## src/rtl/ksm_pkg.sv

```systemverilog
// Shared types and constants of the keyframe step sampler.
// Used by the divider, the top level and the port checker; depends on nothing.
package ksm_pkg;

   // Default depth of the keyframe table.
   localparam int MAX_KEYS_DEFAULT = 16;

   // Field widths of the stream words.
   localparam int INDEX_W  = 4;
   localparam int POS_W    = 17;
   localparam int VAL_W    = 32;
   localparam int TIME_W   = 32;
   localparam int COUNT_W  = 5;
   localparam int CSR_W    = 32;
   localparam int CSR_IDX_W = 2;

   // Request tdata layout, lowest bit first.
   localparam int REQ_INDEX_LSB = 0;
   localparam int REQ_POS_LSB   = REQ_INDEX_LSB + INDEX_W;
   localparam int REQ_VAL_LSB   = REQ_POS_LSB + POS_W;
   localparam int REQ_TIME_LSB  = REQ_VAL_LSB + VAL_W;
   localparam int REQ_BITS      = REQ_TIME_LSB + TIME_W;
   localparam int REQ_TDATA_W   = ((REQ_BITS + 7) / 8) * 8;

   // Response word: tdata is the value, tuser carries two flags.
   localparam int RSP_TDATA_W    = VAL_W;
   localparam int RSP_TUSER_W    = 2;
   localparam int RSP_USER_VALID = 0;
   localparam int RSP_USER_END   = 1;

   // Q1.16 one.
   localparam logic [POS_W-1:0] FRAC_ONE = POS_W'(65536);

   // Long division of {d, 16 zero bits} by the duration.
   localparam int FRAC_BITS = 16;
   localparam int DIV_STEPS = TIME_W + FRAC_BITS;

   // Request kinds carried in tuser.
   typedef enum logic {
      OP_WRITE  = 1'b0,
      OP_SAMPLE = 1'b1
   } op_type;

   // Register indexes of the configuration channel.
   typedef enum logic [CSR_IDX_W-1:0] {
      CSR_START_TIME  = 2'd0,
      CSR_DURATION    = 2'd1,
      CSR_LOOP_ENABLE = 2'd2,
      CSR_KEY_COUNT   = 2'd3
   } csr_index_type;

endpackage

```

## src/rtl/ksm_ram.sv

```systemverilog
// Generic single-write, single-read RAM with a registered read port.
// Holds the keyframe table; depends on nothing.
module ksm_ram #(
   parameter int WIDTH = 8,
   parameter int DEPTH = 16
) (
   input  logic                     clock,
   input  logic                     wr_en,
   input  logic [$clog2(DEPTH)-1:0] wr_addr,
   input  logic [WIDTH-1:0]         wr_data,
   input  logic [$clog2(DEPTH)-1:0] rd_addr,
   output logic [WIDTH-1:0]         rd_data
);

   logic [WIDTH-1:0] mem_ff [DEPTH];
   logic [WIDTH-1:0] rd_data_ff;

   // Write port and registered read port.
   always_ff @(posedge clock) begin
      if (wr_en) begin
         mem_ff[wr_addr] <= wr_data;
      end
      rd_data_ff <= mem_ff[rd_addr];
   end

   assign rd_data = rd_data_ff;

endmodule

```

## src/rtl/ksm_frac_div.sv

```systemverilog
// Bit-serial shift-subtract divider that forms the Q0.16 fraction of a span.
// Depends on ksm_pkg for widths and the step count.
module ksm_frac_div (
   input  logic                        clock,
   input  logic                        reset,
   input  logic                        start,
   input  logic [ksm_pkg::TIME_W-1:0]  dividend,
   input  logic [ksm_pkg::TIME_W-1:0]  divisor,
   output logic                        done,
   output logic [ksm_pkg::FRAC_BITS-1:0] quotient
);
   import ksm_pkg::*;

   localparam int NUM_W  = TIME_W + FRAC_BITS;
   localparam int STEP_W = $clog2(DIV_STEPS);

   logic                 active_ff, active_in;
   logic                 done_ff, done_in;
   logic [STEP_W-1:0]    step_ff, step_in;
   logic [TIME_W-1:0]    rem_ff, rem_in;
   logic [NUM_W-1:0]     num_ff, num_in;
   logic [TIME_W-1:0]    divisor_ff, divisor_in;
   logic [FRAC_BITS-1:0] quot_ff, quot_in;
   logic [TIME_W:0]      shifted;
   logic [TIME_W:0]      diff;
   logic                 take;

   // One restoring step: shift in the next numerator bit, subtract when it fits.
   assign shifted = {rem_ff, num_ff[NUM_W-1]};
   assign diff    = shifted - {1'b0, divisor_ff};
   assign take    = shifted >= {1'b0, divisor_ff};

   always_comb begin
      active_in  = active_ff;
      step_in    = step_ff;
      rem_in     = rem_ff;
      num_in     = num_ff;
      divisor_in = divisor_ff;
      quot_in    = quot_ff;
      done_in    = 1'b0;
      if (start) begin
         active_in  = 1'b1;
         step_in    = '0;
         rem_in     = '0;
         num_in     = {dividend, {FRAC_BITS{1'b0}}};
         divisor_in = divisor;
      end else if (active_ff) begin
         rem_in  = take ? diff[TIME_W-1:0] : shifted[TIME_W-1:0];
         num_in  = {num_ff[NUM_W-2:0], 1'b0};
         quot_in = {quot_ff[FRAC_BITS-2:0], take};
         step_in = step_ff + 1'b1;
         // The last step leaves the low quotient bits, which are the fraction.
         if (step_ff == STEP_W'(DIV_STEPS - 1)) begin
            active_in = 1'b0;
            done_in   = 1'b1;
         end
      end
   end

   always_ff @(posedge clock) begin
      if (reset) begin
         active_ff <= 1'b0;
         done_ff   <= 1'b0;
      end else begin
         active_ff <= active_in;
         done_ff   <= done_in;
      end
      step_ff    <= step_in;
      rem_ff     <= rem_in;
      num_ff     <= num_in;
      divisor_ff <= divisor_in;
      quot_ff    <= quot_in;
   end

   assign done     = done_ff;
   assign quotient = quot_ff;

endmodule

```

## src/rtl/keyframe_step_sampler_top.sv

```systemverilog
// Keyframe step sampler top level: request decode, sequencer and result register.
// Depends on ksm_pkg, ksm_ram and ksm_frac_div.
//
// A write word stores one keyframe when its index lies below the key count. A sample
// word on the looping path first runs the shift-subtract divider, one quotient bit per
// step, and takes the fraction from it. The key walk then reads the table RAM, with
// ST_WALK_RD and ST_WALK_CMP for each key, until it meets a larger key or the last key
// in use, and ST_FINISH loads the result. Zero keys go straight to ST_FINISH; a clamped
// sample outside the span reads one entry in ST_END_RD and ST_END_CAP; a zero duration
// skips the divider. The request side is not ready while a sample is at work. A finished
// word waits in the output register and does not block the next request, but the next
// sample holds in ST_FINISH until that register has been read. The table needs no
// clearing pass after reset.
module keyframe_step_sampler_top #(
   parameter int MAX_KEYS = ksm_pkg::MAX_KEYS_DEFAULT
) (
   input  logic                            clock,
   input  logic                            reset,
   // Request stream.
   input  logic                            req_tvalid,
   output logic                            req_tready,
   // entry_index[3:0], key_position[20:4], key_value[52:21], sample_time[84:53]
   input  logic [ksm_pkg::REQ_TDATA_W-1:0] req_tdata,
   // operation[0]
   input  logic [0:0]                      req_tuser,
   // Result stream.
   output logic                            rsp_tvalid,
   input  logic                            rsp_tready,
   // sampled_value[31:0]
   output logic [ksm_pkg::RSP_TDATA_W-1:0] rsp_tdata,
   // result_valid[0], at_end[1]
   output logic [ksm_pkg::RSP_TUSER_W-1:0] rsp_tuser,
   // Configuration writes.
   input  logic                            csr_valid,
   output logic                            csr_ready,
   input  logic [ksm_pkg::CSR_IDX_W-1:0]   csr_index,
   input  logic [ksm_pkg::CSR_W-1:0]       csr_data
);
   import ksm_pkg::*;

   localparam int AW    = $clog2(MAX_KEYS);
   localparam int CNT_W = $clog2(MAX_KEYS + 1);
   localparam int ENT_W = POS_W + VAL_W;

   typedef enum logic [2:0] {
      ST_IDLE,
      ST_DIVIDE,
      ST_WALK_RD,
      ST_WALK_CMP,
      ST_END_RD,
      ST_END_CAP,
      ST_FINISH
   } state_type;

   // Configuration registers.
   logic [TIME_W-1:0]  start_ff, duration_ff;
   logic               loop_ff;
   logic [COUNT_W-1:0] key_count_ff;

   // Sequencer and result registers.
   state_type          state_ff, state_in;
   logic [AW-1:0]      addr_ff, addr_in;
   logic [POS_W-1:0]   frac_ff, frac_in;
   logic [VAL_W-1:0]   value_ff, value_in;
   logic               after_ff, after_in;
   logic               hit_valid_ff, hit_valid_in;
   logic               at_end_ff, at_end_in;
   logic               rsp_tvalid_ff, rsp_tvalid_in;
   logic [RSP_TDATA_W-1:0] rsp_tdata_ff, rsp_tdata_in;
   logic [RSP_TUSER_W-1:0] rsp_tuser_ff, rsp_tuser_in;

   logic               req_accept;
   op_type             req_op;
   logic [INDEX_W-1:0] req_index;
   logic [POS_W-1:0]   req_pos;
   logic [VAL_W-1:0]   req_val;
   logic [TIME_W-1:0]  req_time;
   logic [CNT_W-1:0]   key_cnt;
   logic [TIME_W-1:0]  span_end;
   logic               before_start, after_start, past_end;
   logic               ram_wr_en;
   logic [ENT_W-1:0]   ram_rd_data;
   logic [POS_W-1:0]   rd_pos;
   logic [VAL_W-1:0]   rd_val;
   logic               div_start, div_done;
   logic [TIME_W-1:0]  div_dividend;
   logic [FRAC_BITS-1:0] div_quot;

   // Request word fields.
   assign req_accept = req_tvalid && req_tready;
   assign req_op     = op_type'(req_tuser[0]);
   assign req_index  = req_tdata[REQ_INDEX_LSB +: INDEX_W];
   assign req_pos    = req_tdata[REQ_POS_LSB +: POS_W];
   assign req_val    = req_tdata[REQ_VAL_LSB +: VAL_W];
   assign req_time   = req_tdata[REQ_TIME_LSB +: TIME_W];

   // Key count in use, saturated to the table depth.
   assign key_cnt = (32'(key_count_ff) > 32'(MAX_KEYS)) ? CNT_W'(MAX_KEYS)
                                                        : CNT_W'(key_count_ff);

   // Position of the sample time against the animation span.
   assign span_end     = start_ff + duration_ff;
   assign before_start = req_time < start_ff;
   assign after_start  = req_time > start_ff;
   assign past_end     = req_time > span_end;
   assign div_dividend = after_start ? (req_time - start_ff) : (start_ff - req_time);

   // Keyframe table: position above value in one word.
   assign ram_wr_en = req_accept && (req_op == OP_WRITE) &&
                      (32'(req_index) < 32'(key_cnt));

   ksm_ram #(
      .WIDTH (ENT_W),
      .DEPTH (MAX_KEYS)
   ) u_table (
      .clock   (clock),
      .wr_en   (ram_wr_en),
      .wr_addr (AW'(req_index)),
      .wr_data ({req_pos, req_val}),
      .rd_addr (addr_ff),
      .rd_data (ram_rd_data)
   );

   assign rd_pos = ram_rd_data[VAL_W +: POS_W];
   assign rd_val = ram_rd_data[VAL_W-1:0];

   // Divider for the span fraction.
   ksm_frac_div u_div (
      .clock    (clock),
      .reset    (reset),
      .start    (div_start),
      .dividend (div_dividend),
      .divisor  (duration_ff),
      .done     (div_done),
      .quotient (div_quot)
   );

   // Sequencer next state.
   always_comb begin
      state_in      = state_ff;
      addr_in       = addr_ff;
      frac_in       = frac_ff;
      value_in      = value_ff;
      after_in      = after_ff;
      hit_valid_in  = hit_valid_ff;
      at_end_in     = at_end_ff;
      rsp_tvalid_in = rsp_tvalid_ff && !rsp_tready;
      rsp_tdata_in  = rsp_tdata_ff;
      rsp_tuser_in  = rsp_tuser_ff;
      div_start     = 1'b0;
      unique case (state_ff)
         ST_IDLE: begin
            if (req_accept && (req_op == OP_SAMPLE)) begin
               hit_valid_in = 1'b1;
               at_end_in    = 1'b0;
               addr_in      = '0;
               value_in     = '0;
               after_in     = after_start;
               priority if (key_cnt == '0) begin
                  hit_valid_in = 1'b0;
                  state_in     = ST_FINISH;
               end else if (!loop_ff && before_start) begin
                  // Clamped before the span: first entry.
                  at_end_in = 1'b1;
                  state_in  = ST_END_RD;
               end else if (!loop_ff && past_end) begin
                  // Clamped after the span: last entry in use.
                  at_end_in = 1'b1;
                  addr_in   = AW'(key_cnt - 1'b1);
                  state_in  = ST_END_RD;
               end else if (duration_ff == '0) begin
                  frac_in  = FRAC_ONE;
                  state_in = ST_WALK_RD;
               end else begin
                  div_start = 1'b1;
                  state_in  = ST_DIVIDE;
               end
            end
         end
         ST_DIVIDE: begin
            if (div_done) begin
               frac_in  = after_ff ? {1'b0, div_quot} : (FRAC_ONE - {1'b0, div_quot});
               state_in = ST_WALK_RD;
            end
         end
         ST_WALK_RD: begin
            state_in = ST_WALK_CMP;
         end
         ST_WALK_CMP: begin
            // Entry 0 answers even when the fraction lies below its key.
            if ((addr_ff == '0) || (rd_pos <= frac_ff)) begin
               value_in = rd_val;
            end
            if ((rd_pos <= frac_ff) && ((32'(addr_ff) + 32'd1) < 32'(key_cnt))) begin
               addr_in  = addr_ff + 1'b1;
               state_in = ST_WALK_RD;
            end else begin
               state_in = ST_FINISH;
            end
         end
         ST_END_RD: begin
            state_in = ST_END_CAP;
         end
         ST_END_CAP: begin
            value_in = rd_val;
            state_in = ST_FINISH;
         end
         ST_FINISH: begin
            // Load the output register once it is free.
            if (!rsp_tvalid_ff || rsp_tready) begin
               rsp_tvalid_in = 1'b1;
               rsp_tdata_in  = value_ff;
               rsp_tuser_in[RSP_USER_VALID] = hit_valid_ff;
               rsp_tuser_in[RSP_USER_END]   = at_end_ff;
               state_in      = ST_IDLE;
            end
         end
         default: begin
            state_in = ST_IDLE;
         end
      endcase
   end

   // State, configuration and registered outputs.
   always_ff @(posedge clock) begin
      if (reset) begin
         state_ff      <= ST_IDLE;
         rsp_tvalid_ff <= 1'b0;
         start_ff      <= '0;
         duration_ff   <= '0;
         loop_ff       <= 1'b0;
         key_count_ff  <= '0;
      end else begin
         state_ff      <= state_in;
         rsp_tvalid_ff <= rsp_tvalid_in;
         if (csr_valid && csr_ready) begin
            unique case (csr_index_type'(csr_index))
               CSR_START_TIME:  start_ff     <= csr_data[TIME_W-1:0];
               CSR_DURATION:    duration_ff  <= csr_data[TIME_W-1:0];
               CSR_LOOP_ENABLE: loop_ff      <= csr_data[0];
               CSR_KEY_COUNT:   key_count_ff <= csr_data[COUNT_W-1:0];
               default: ;
            endcase
         end
      end
      addr_ff      <= addr_in;
      frac_ff      <= frac_in;
      value_ff     <= value_in;
      after_ff     <= after_in;
      hit_valid_ff <= hit_valid_in;
      at_end_ff    <= at_end_in;
      rsp_tdata_ff <= rsp_tdata_in;
      rsp_tuser_ff <= rsp_tuser_in;
   end

   assign req_tready = (state_ff == ST_IDLE);
   assign csr_ready  = 1'b1;
   assign rsp_tvalid = rsp_tvalid_ff;
   assign rsp_tdata  = rsp_tdata_ff;
   assign rsp_tuser  = rsp_tuser_ff;

endmodule

```

## config.mk

```make
export PLATFORM = sky130hd
export DESIGN_NAME = keyframe_step_sampler_top
export DESIGN_NICKNAME = d
export VERILOG_FILES = /design/src/rtl/ksm_pkg.sv /design/src/rtl/ksm_ram.sv /design/src/rtl/ksm_frac_div.sv /design/src/rtl/keyframe_step_sampler_top.sv
export SDC_FILE = /design/constraint.sdc
export NUM_CORES = 2
export LEC_CHECK = 0
export BUFFER_PORTS_ARGS = -buffer_cell sky130_fd_sc_hd__buf_2
export CAP_MARGIN = 10
export CELL_PAD_IN_SITES_DETAIL_PLACEMENT = 1
export CELL_PAD_IN_SITES_GLOBAL_PLACEMENT = 2
export CORE_AREA = 10 10 325 327
export DETAILED_ROUTE_END_ITERATION = 10
export DIE_AREA = 0 0 335 337
export PLACE_DENSITY_LB_ADDON = 0.1
export RECOVER_POWER = 25
export SYNTH_ARGS = -nofsm -noshare
export SYNTH_HDL_FRONTEND = slang
export SYNTH_SLANG_ARGS = --single-unit
```

## constraint.sdc

```tcl
create_clock -name clock -period 13.7 [get_ports clock]
set_clock_uncertainty 0.15 [all_clocks]
set_input_delay 0.685 -clock clock [delete_from_list [all_inputs] [get_ports clock]]
set_output_delay 0.685 -clock clock [all_outputs]
set_load 0.05 [all_outputs]
```

==> results.py <==
metrics = {
    "drt": {
        "via_per_inst": 5.981,
        "drtIter0Drc": 2154,
        "drc": 0,
        "wl_per_cell_um": 26.82,
        "wl_um": 129400,
        "num_vias": 28851,
        "firstDrtPassIters": 5,
        "ant_nets": 0,
    },
    "logic_synthesis": {
        "synth_area_leaders": "edfxtp_1 58%, mux4_2 11%, dfxtp_1 6.6%",
        "muxShareOfSynthArea_pct": 12.06,
        "synth-simple-area-share_pct": 6.394,
        "syn-cell-area_sq_um": 49080,
        "synth_cells": 3255,
        "ys_seq_elements": 1117,
        "synth_top_area_share_pct": 58.37,
        "yosysMostFrequentCell": "edfxtp_1",
        "ys_types": 83,
        "async_reset_ff_share_pct": 0,
        "syn-num-nets": 3575,
        "synth-edff-count": 954,
        "netlist_top_cells_count": "954 x edfxtp_1, 261 x a21oi_1, 245 x mux4_2, 230 x nand2_1, 188 x ha_1",
        "synth_top_family_by_area": "multiplexers",
        "ys.flop_type": "edfxtp_1",
        "avgSynthCellArea_sq_um": 15.08,
        "seq_area_frac_synth_pct": 65.02,
        "synthXorXnorAreaFrac_pct": 1.749,
        "synth-compound-area-share_pct": 7.314,
        "ys_warn_count": 0,
        "yosysTopAreaCell": "edfxtp_1",
        "yosys.area_share.adder_pct": 4.956,
    },
    "pwr": {
        "combPwrFrac_pct": 17.6,
        "p_int_mw": 6.422,
        "pwr-share-clk_pct": 36.9,
        "p_leak_nw": 19.30,
        "p_switching_mw": 2.358,
        "seqPwrFrac_pct": 45.6,
        "peakVddDrop_mv": 0.1243,
        "p_sw_share_pct": 26.85,
        "power_density_nw_per_um2": 158.8,
    },
    "clocking": {
        "insertion_delay_ps": 720,
        "h-tree-depth": 3,
        "cts.clk_slew.worst_paths_ps": 60,
        "clock-root-buffer": "clkbuf_16",
        "cts.sinks": 1117,
        "post-cts-setup-buffers": 0,
        "cts_resized": 0,
        "numCtsBuffers": 113,
        "cts_tree": "yes",
        "clk_path_buf_depth": 3,
        "ctsHoldBuffers": 0,
    },
    "worst_setup_path": {
        "critPathCaptureType": "flip-flop",
        "path_class": "reg -> reg",
        "required_ps": 13970,
        "critPathLaunchType": "flip-flop",
        "crit_fanout": 73,
        "critPathArrivalTime_ps": 7950,
    },
    "sta": {
        "grt_setup_unrepaired": "false",
        "worstMarginPinSlew_ps": 1154,
        "setup_viol_count_final": 0,
        "max-slew-margin-rel_pct": 23.09,
        "hold_viol": 0,
        "post-route-period-util_pct": 56.04,
        "timing.final.crit_period_ps": 7677,
        "fmax_mhz": 130.3,
        "finalSetupTns_ps": 0,
        "slew_viol_final": 0,
    },
    "floorplanning": {
        "initial_core_util_pct": 49.44,
        "io_pins": 165,
        "die_w_um": 335,
        "coreArea_sq_um": 99280,
        "dieHeight_um": 337,
        "rows": 116,
        "die_area_sq_um": 112900,
    },
    "layout": {
        "final_layout_size_suffix_gt1_share_pct": 17.88,
        "fill_cells": 9354,
        "regArea_sq_um": 31910,
        "final_nets": 3738,
        "areaGrowthSynthToFinish_pct": 12.69,
        "stdcell_area_sq_um": 55300,
        "multi_input_area_sq_um": 16110,
    },
    "min_path": {
        "hp-class": "in -> reg",
    },
    "outcome": {
        "status": "finished, final reports clean",
    },
    "grt": {
        "grt_overflow": 0,
        "grt_pass1_vias": 30820,
        "grt_usage_pct": 22.81,
        "grt_pass1_wl_um": 194800,
        "grt_max_degree": 138,
        "antenna_found_initial": 24,
    },
    "place": {
        "placed_area_sq_um": 51360,
        "hpwlAfterDp_um": 78610,
        "io_buffers": 160,
        "gp_congestion": 0.8496,
    },
    "run": {
        "drv_cap": 0,
    },
}
area by class of cell:
type	count	share of cell area, %
sequential	1117	57.70
multi-input combinational	1827	29.13
clock buffer	145	5.552
tap	1298	2.937
timing repair buffer	197	1.903
clock inverter	69	1.627
inverter	162	1.104
antenna	9	0.04072
metrics by stage:
step / setup WS (ps) / total power, mW / instances / hold slack, ps / utilization, %
floorplan: 7004 / 5.142 / 3255 / 250.3 / -
global placement: 6200 / 5.564 / 4601 / 253.7 / 51.74
detailed placement: 5912 / 5.616 / 4601 / 255.5 / 51.74
CTS: 5885 / 8.861 / 4815 / 23.24 / 55.74
global route: 5435 / 9.160 / 4817 / 56.63 / 55.69
finish: 6023 / 8.780 / 4824 / 78.69 / 55.71
sequential cells by signal (all words and copies together) (netlist names), 2 cells and up:
signal and cells:
start_ff 32, u_div.divisor_ff 32, state_ff 3, value_ff 32, key_count_ff 5, u_table.rd_data 49, u_div.num_ff 32, u_table.mem_ff 784
duration_ff 32, u_div.quotient 16, u_div.step_ff 6, rsp_tdata 32, frac_ff 17, addr_ff 4, rsp_tuser 2, u_div.rem_ff 32
final timing paths:
kind	start	endpoint	slack (ps)	cells after the start
hold / removal	csr_data[29]	duration_ff[29]	80	3
hold reg to reg	value_ff[21]	rsp_tdata[21]	270	0
setup reg to reg	duration_ff[0]	u_div.quotient[7]	6020	23
setup / recovery	duration_ff[0]	u_div.quotient[7]	6020	23
per-layer routing:
layer	track usage, %	wire [um]	up-vias
li1	-	-	12911
met1	28.39	52090	15006
met2	40.55	66680	712
met3	4.104	7111	202
met4	6.376	3370	20
met5	0	124	-
logic make-up after synthesis:
family	count (synthesis)
buffers and inverters	311
DFF	1117
xor gates and xnor gates	98
and+or+nand+nor	664
other	1
AOI/OAI and AO/OA	588
muxes	284
adders and majority gates	192
layout by cell type, fill, tap and decap left out, types with 63 or more instances in the layout:
cell / synthesis / routed
clkbuf_1: 105 / 63
nor2_1: 176 / 162
inv_1: 160 / 160
o21ai_0: 93 / 93
mux4_2: 245 / 245
buf_2: 17 / 119
dfxtp_1: 163 / 161
nand2_1: 230 / 230
ha_1: 188 / 188
edfxtp_1: 954 / 954
a21oi_1: 261 / 260
clkbuf_16: 0 / 115
power groups by stage:
stage | clock [mW] | combinational, mW | sequential, mW
after floorplan | 0 | 1.10 | 4.04
after global placement | 0 | 1.50 | 4.06
after detailed placement | 0 | 1.55 | 4.07
after CTS | 3.30 | 1.56 | 4.00
after global routing | 3.44 | 1.71 | 4.02
final | 3.24 | 1.54 | 4.00
critical path, cell delays in order (launching register included):
cell and delay [ps]:
dfxtp_1 450, ha_1 250, inv_1 70, fa_1 400
nor2b_1 150, o211ai_1 130, a21boi_0 290, a21oi_1 220
or3b_2 540, a31oi_1 360, o22ai_1 250, o2111ai_1 230
a21oi_1 110, xor2_1 210, ha_1 300, a21oi_1 160
nand2_1 80, a21oi_1 210, nand4_1 210, o21ai_0 690
o2111a_4 740, buf_4 790, nor2_1 140, buf_4 260
(Power assumes the default switching activity.)
